[src/rtl/core/khts_pkg.sv]
// Shared types, constants and the byte-wide CRC-32 update for the hash-tag slot unit.
// No dependencies; every other file of the unit imports this package.
`timescale 1ns / 1ps

package khts_pkg;

  // Brace characters that open and close the hash tag.
  localparam logic [7:0] OPEN_BRACE  = 8'h7B;
  localparam logic [7:0] CLOSE_BRACE = 8'h7D;

  // CRC-32 IEEE, reflected form.
  localparam logic [31:0] CRC_POLY  = 32'hEDB8_8320;
  localparam logic [31:0] CRC_INIT  = 32'hFFFF_FFFF;
  localparam logic [31:0] CRC_XOROUT = 32'hFFFF_FFFF;

  // Slot mask value after reset.
  localparam logic [31:0] SLOT_MASK_RESET = 32'h0000_3FFF;

  // Tag search phase, one-hot.
  typedef enum logic [2:0] {
    PH_SEARCH = 3'b001,
    PH_INSIDE = 3'b010,
    PH_CLOSED = 3'b100
  } tag_phase_t;

  // One key item.
  typedef struct packed {
    logic [7:0] key_byte;
    logic       byte_valid;
    logic       last_byte;
  } key_item_t;

  // One result item.
  typedef struct packed {
    logic [31:0] slot;
    logic [31:0] crc_value;
    logic        has_tag;
  } slot_result_t;

  // Folds one byte into a running reflected CRC-32, one bit per step.
  function automatic logic [31:0] crc32_byte(input logic [31:0] crc_in,
                                             input logic [7:0]  data);
    logic [31:0] c;
    c = crc_in ^ {24'h000000, data};
    for (int k = 0; k < 8; k++) begin
      if (c[0]) begin
        c = (c >> 1) ^ CRC_POLY;
      end else begin
        c = c >> 1;
      end
    end
    return c;
  endfunction

endpackage

[src/rtl/core/khts_scan.sv]
// Per-key scanner: brace tracking and the two running CRC-32 registers.
// Depends on khts_pkg for the item/result types and the CRC byte update.
`timescale 1ns / 1ps

module khts_scan import khts_pkg::*; (
  input  logic         clk,
  input  logic         rst,
  input  logic         step,
  input  key_item_t    item,
  input  logic [31:0]  slot_mask,
  output logic         res_valid,
  output slot_result_t res
);

  tag_phase_t  phase;
  tag_phase_t  phase_next;
  logic [31:0] crc_whole;
  logic [31:0] crc_whole_next;
  logic [31:0] crc_tag;
  logic [31:0] crc_tag_next;
  logic [31:0] crc_sel;

  // Fold the current byte into the key CRC (and, inside a tag, the tag CRC) and advance the tag search.
  always_comb begin
    phase_next     = phase;
    crc_whole_next = crc_whole;
    crc_tag_next   = crc_tag;
    if (item.byte_valid) begin
      crc_whole_next = crc32_byte(crc_whole, item.key_byte);
      unique case (phase)
        PH_SEARCH: begin
          if (item.key_byte == OPEN_BRACE) begin
            phase_next = PH_INSIDE;
          end
        end
        PH_INSIDE: begin
          if (item.key_byte == CLOSE_BRACE) begin
            phase_next = PH_CLOSED;
          end else begin
            crc_tag_next = crc32_byte(crc_tag, item.key_byte);
          end
        end
        PH_CLOSED: begin
          phase_next = PH_CLOSED;
        end
        default: begin
          phase_next = PH_CLOSED;
        end
      endcase
    end
  end

  // Result for a key that ends with this item.
  always_comb begin
    res.has_tag   = (phase_next == PH_CLOSED);
    crc_sel       = res.has_tag ? crc_tag_next : crc_whole_next;
    res.crc_value = crc_sel ^ CRC_XOROUT;
    res.slot      = res.crc_value & slot_mask;
    res_valid     = step && item.last_byte;
  end

  // Running state; the end of a key brings it back to the start value.
  always_ff @(posedge clk) begin
    if (rst) begin
      phase     <= PH_SEARCH;
      crc_whole <= CRC_INIT;
      crc_tag   <= CRC_INIT;
    end else if (step) begin
      if (item.last_byte) begin
        phase     <= PH_SEARCH;
        crc_whole <= CRC_INIT;
        crc_tag   <= CRC_INIT;
      end else begin
        phase     <= phase_next;
        crc_whole <= crc_whole_next;
        crc_tag   <= crc_tag_next;
      end
    end
  end

  // A finished key leaves the scanner ready for a fresh one.
  a_clear_after_last: assert property (@(posedge clk) disable iff (rst)
    step && item.last_byte |=> phase == PH_SEARCH && crc_whole == CRC_INIT &&
                               crc_tag == CRC_INIT)
    else $error("scanner state not cleared after the last byte");

  // Without a step nothing moves.
  a_hold_when_idle: assert property (@(posedge clk) disable iff (rst)
    !step |=> $stable(crc_whole) && $stable(crc_tag) && $stable(phase))
    else $error("scanner state changed without a step");

  // Apart from the reload at the end of a key, the tag CRC only moves while inside an open tag.
  a_tag_crc_inside: assert property (@(posedge clk) disable iff (rst)
    step && !item.last_byte && phase != PH_INSIDE |=> $stable(crc_tag))
    else $error("tag CRC changed outside the tag");

endmodule

[src/rtl/core/khts_out.sv]
// Result register toward the output channel, loaded by the scanner.
// Depends on khts_pkg for the result type.
`timescale 1ns / 1ps

module khts_out import khts_pkg::*; (
  input  logic         clk,
  input  logic         rst,
  input  logic         load,
  input  slot_result_t load_data,
  output logic         free,
  output logic         out_valid,
  input  logic         out_ready,
  output slot_result_t out_data
);

  // The register can take a new result when empty or when its content leaves now.
  assign free = !out_valid || out_ready;

  always_ff @(posedge clk) begin
    if (rst) begin
      out_valid <= 1'b0;
    end else if (free) begin
      out_valid <= load;
    end
  end

  always_ff @(posedge clk) begin
    if (free && load) begin
      out_data <= load_data;
    end
  end

endmodule

[src/rtl/core/key_hash_tag_slot_unit.sv]
// Top level of the hash-tag slot unit: input register, scanner, result register.
// Depends on khts_pkg, khts_scan and khts_out.
// A key's last item stalls in the input register while the result register is full.
// Throughput: one item per cycle while not stalled, set by the byte-wide CRC update.
// Reset (rst, synchronous): both stages empty, tag search restarted, slot_mask 0x3FFF.
`timescale 1ns / 1ps

module key_hash_tag_slot_unit import khts_pkg::*; (
  input  logic         clk,
  input  logic         rst,
  input  logic         in_valid,
  output logic         in_ready,
  input  key_item_t    in_data,
  output logic         out_valid,
  input  logic         out_ready,
  output slot_result_t out_data,
  input  logic         cfg_valid,
  output logic         cfg_ready,
  input  logic [31:0]  cfg_data
);

  logic         s0_valid;
  key_item_t    s0_item;
  logic         s0_adv;
  logic         res_valid;
  slot_result_t res;
  logic         out_free;
  logic [31:0]  slot_mask;

  // Configuration register; writes are always taken.
  assign cfg_ready = 1'b1;

  always_ff @(posedge clk) begin
    if (rst) begin
      slot_mask <= SLOT_MASK_RESET;
    end else if (cfg_valid) begin
      slot_mask <= cfg_data;
    end
  end

  // The held item moves on unless it ends a key and the result register is full.
  assign s0_adv   = s0_valid && (!s0_item.last_byte || out_free);
  assign in_ready = !s0_valid || s0_adv;

  // Input register.
  always_ff @(posedge clk) begin
    if (rst) begin
      s0_valid <= 1'b0;
    end else if (in_ready) begin
      s0_valid <= in_valid;
    end
  end

  always_ff @(posedge clk) begin
    if (in_ready && in_valid) begin
      s0_item <= in_data;
    end
  end

  khts_scan u_scan (
    .clk       (clk),
    .rst       (rst),
    .step      (s0_adv),
    .item      (s0_item),
    .slot_mask (slot_mask),
    .res_valid (res_valid),
    .res       (res)
  );

  khts_out u_out (
    .clk       (clk),
    .rst       (rst),
    .load      (res_valid),
    .load_data (res),
    .free      (out_free),
    .out_valid (out_valid),
    .out_ready (out_ready),
    .out_data  (out_data)
  );

  // A result is only produced when the result register can take it.
  a_no_overwrite: assert property (@(posedge clk) disable iff (rst)
    res_valid |-> out_free)
    else $error("result produced while the result register is full");

  // A stalled item stays in the input register unchanged.
  a_stall_holds: assert property (@(posedge clk) disable iff (rst)
    s0_valid && !s0_adv |=> s0_valid && $stable(s0_item))
    else $error("stalled input item was lost or changed");

endmodule

[config.mk]
export PLATFORM = sky130hd
export DESIGN_NAME = key_hash_tag_slot_unit
export DESIGN_NICKNAME = d
export VERILOG_FILES = /design/src/rtl/core/khts_pkg.sv /design/src/rtl/core/khts_scan.sv /design/src/rtl/core/khts_out.sv /design/src/rtl/core/key_hash_tag_slot_unit.sv
export SDC_FILE = /design/constraint.sdc
export NUM_CORES = 1
export LEC_CHECK = 0
export BUFFER_PORTS_ARGS = -buffer_cell sky130_fd_sc_hd__buf_2
export CAP_MARGIN = 5
export CORE_MARGIN = 2
export CORE_UTILIZATION = 50
export DETAILED_ROUTE_END_ITERATION = 12
export MAX_ROUTING_LAYER = met4
export PLACE_DENSITY = 0.71
export SYNTH_ARGS = -nofsm -noshare
export SYNTH_HDL_FRONTEND = slang
export SYNTH_SLANG_ARGS = --single-unit
[constraint.sdc]
create_clock -name clk -period 6.95 [get_ports clk]
set_input_delay 0.3475 -clock clk [delete_from_list [all_inputs] [get_ports clk]]
set_output_delay 0.3475 -clock clk [all_outputs]
set_load 0.01 [all_outputs]
==> impl_results.md <==
* Run status: completed
* Global-route usage over all layers at 24.6%
* Hold buffer count at cts at 0
* Clock insertion delay at the later pin of the skew report at 430 ps
* Total overflow reported by the global router at 0
* Final hold violations at 0
* Most frequent cells in the layout: sky130_fd_sc_hd__buf_2 (113), sky130_fd_sc_hd__dfxtp_1 (101), sky130_fd_sc_hd__edfxtp_1 (75)
* Pin count of the biggest net entering global routing at 66
* Number of distinct standard cells referenced by the synthesized netlist at 55
* Count of TritonRoute iterations in the first routing pass at 5
* Final weighted congestion in routability-driven placement at 0.973
* DIE AREA at 18200 um^2
* CTS HTree Levels at 4
* CTS Buf Count at 17
* Crit share post-route at 40.3%
* Leading cell types by total area after synthesis: sky130_fd_sc_hd__edfxtp_1 (26%), sky130_fd_sc_hd__dfxtp_1 (24%), sky130_fd_sc_hd__xnor2_1 (6.7%), sky130_fd_sc_hd__xnor3_1 (6.3%), sky130_fd_sc_hd__mux2i_1 (4.8%)
* Actual slew at the worst max-slew pin at 1080 ps
* Launch instance of the worst register-to-register path: s0_item[3]$_DFFE_PP_
* Hold_sp: in_data[6]
* Wire length of the first global-routing pass at 32800 um
* Number of setup buffers added after CTS at 0
* Clock root buffer master: sky130_fd_sc_hd__clkbuf_16
* Crit path time final at 2800 ps
* Final #Nets at 884
* Io pins at 115
* Average vias per placed instance at 5.63
* Clk_skew at 11.9 ps
* Placement Rows at 47
* Total of fill cells in the finished design at 1346
* Largest vdd supply drop at 196 uV
* HPWL after detailed placement at 14900 um
* Worst max-slew margin expressed relative to the limit at 28.2%
* Total Neg Setup Slack at 0 ps
* Crit path max fanout at 25
* Area growth from synthesis to layout at 16.3%
* Sequential element share of the synthesized area at 49.8%
* Via Count at 6020
* Number of port buffers at 113
* Horizontal die dimension at 135 um
* Area of the multi-input gates at 4070 um^2
* Upper clock frequency limit at 357 MHz
* Antenna violations before repair at 0
* Post-route cell area at 9970 um^2
* Cells after Synth at 738
* TritonCTS Sinks at 176
* Flop and latch count out of synthesis at 176
* Resized Gates After CTS at 0
* Post-Syn Area at 8570 um^2
* Final slew viol count at 0
* Fraction of final layout cells sized beyond drive strength 1 at 22.5%
* CTS max path bufs at 2
* DRC viols at 0
* Power density of the placed cells at 277 nW/um^2
* Required time worst endpoint at 7130 ps
* Mapped Nets at 785
* Area inside the core boundary at 16700 um^2
* Cell taking the most area after synthesis: sky130_fd_sc_hd__edfxtp_1
* Startpoint of the most critical setup path: s0_item[3]$_DFFE_PP_
* Max Cap Viol at 0
* Synth async-reset ratio at 0%
* Number of routed nets with antenna violations at 0
* Height of the die at 135 um
* Type of the setup path with the least slack: register to register
* Post-place instance area at 9330 um^2
* Static leakage at 4.21 nW
* Most common cell after layout, fill and taps aside: sky130_fd_sc_hd__buf_2
* Arrival time reported for the critical path endpoint at 2980 ps
* Setup repair after global routing missed its margin: no
* Register area at 4270 um^2
* Effective utilization at floorplan at 51.3%
* Prevailing post-synth register cell: sky130_fd_sc_hd__dfxtp_1
* CTS tree: done
* Post-synth top area share at 26.3%
* Average footprint of a synthesized cell at 11.6 um^2
* Worst Hold Class: input port to register
* Number of global-route vias before repair at 5791
* Final routed wire length divided by cell count at 19.6 um
* Iter 0 DRT Violations at 421
* Number of warnings issued by yosys at 0
* Final number of setup-violating endpoints at 0
* Wire length after detailed routing at 21000 um
* Number of enable flip-flop cells after synthesis at 75
* Setup crit end kind: register
* Clock transition at the registers of the reported paths at 70 ps
* Nature of the critical path startpoint: register
* Diodes inserted at 0
## final cells by class
| type | instances | area share, % |
|---|---|---|
| Sequential cell | 176 | 42.8 |
| Multi-Input combinational cell | 500 | 40.8 |
| Timing Repair Buffer | 122 | 6.35 |
| Clock buffer | 17 | 4.26 |
| Tap cell | 220 | 2.76 |
| Clock inverter | 15 | 2.23 |
| Inverter | 20 | 0.753 |
## through the flow
step                      setup slack [ps]  util (%)  power (mW)  instances  hold WS, ps
after floorplan                       3620         -        1.60        738          432
after global placement                4370      55.8        1.72       1038          445
after detailed placement              4230      55.8        1.73       1038          452
after CTS                             4160      59.7        2.77       1070         68.5
after global routing                  3950      59.7        2.87       1070         74.6
final                                 4150      59.7        2.76       1070         90.4
## critical path, cell delays in order, from the launching register on
cell and delay (ps):
sky130_fd_sc_hd__edfxtp_1 560, sky130_fd_sc_hd__nand4b_1 300, sky130_fd_sc_hd__o21ai_1 240, sky130_fd_sc_hd__nand3_1 120
sky130_fd_sc_hd__inv_1 530, sky130_fd_sc_hd__nor2_1 270, sky130_fd_sc_hd__a2111oi_0 520
## cell usage after synthesis (all sizes together) (3+ instances only)
cell type,instances
mux2,7
a2bb2oi,5
xnor3,25
nor2,39
a41oi,4
o21ai,33
a211oi,20
xnor2,83
a41o,3
edfxtp,75
buf,9
nand2,67
inv,20
and2,24
and3,3
nor3b,4
a21oi,41
xor2,24
nand3,8
clkbuf,33
o211ai,23
nor3,9
dfxtp,101
mux2i,41
a31o,3
o32a,7
## flip-flops by register name (all words and copies together) (netlist names)
name and count:
s0_valid 1, u_scan.crc_tag 32, s0_item 10, slot_mask 32
u_scan.crc_whole 32, u_out.out_valid 1, u_scan.phase 3, u_out.out_data 65
## cells by family (layout without fill, tap and decap cells)
| family | after synthesis | after routing | share of synthesized area (%) |
|---|---|---|---|
| flip-flops | 176 | 176 | 49.8 |
| AND/OR/NAND/NOR | 161 | 161 | 8.59 |
| AO/OA/AOI/OAI | 156 | 156 | 12.3 |
| XOR/XNOR | 134 | 134 | 20.7 |
| buffers and inverters | 62 | 174 | 2.85 |
| multiplexers | 48 | 48 | 5.71 |
| other | 1 | 1 | 0.0437 |
## final timing paths
kind,cells past startpoint,to,slack [ps]
worst max-delay path,6,u_out.out_data[51]$_DFFE_PP_,4150
worst min-delay path,1,s0_item[6]$_DFFE_PP_,90
worst max register to register,6,u_out.out_data[51]$_DFFE_PP_,4150
worst min register to register,2,slot_mask[10]$_SDFFE_PP1P_,470
## metal layers
layer / part of all wire (%) / GRT usage, % / vias up
li1: - / - / 2831
met2: 46 / 37.0 / 237
met4: 3.0 / 11.1 / 0
met5: 0 / - / -
met1: 44 / 32.8 / 2909
met3: 6.5 / 4.28 / 43
## report_power, final
group / internal [mW] / switching [mW]
clock: 0.616 / 0.430
sequential: 1.14 / 0.0330
combinational: 0.260 / 0.283
total: 2.01 / 0.747
Note: power is estimated with default switching activity, not from simulation.
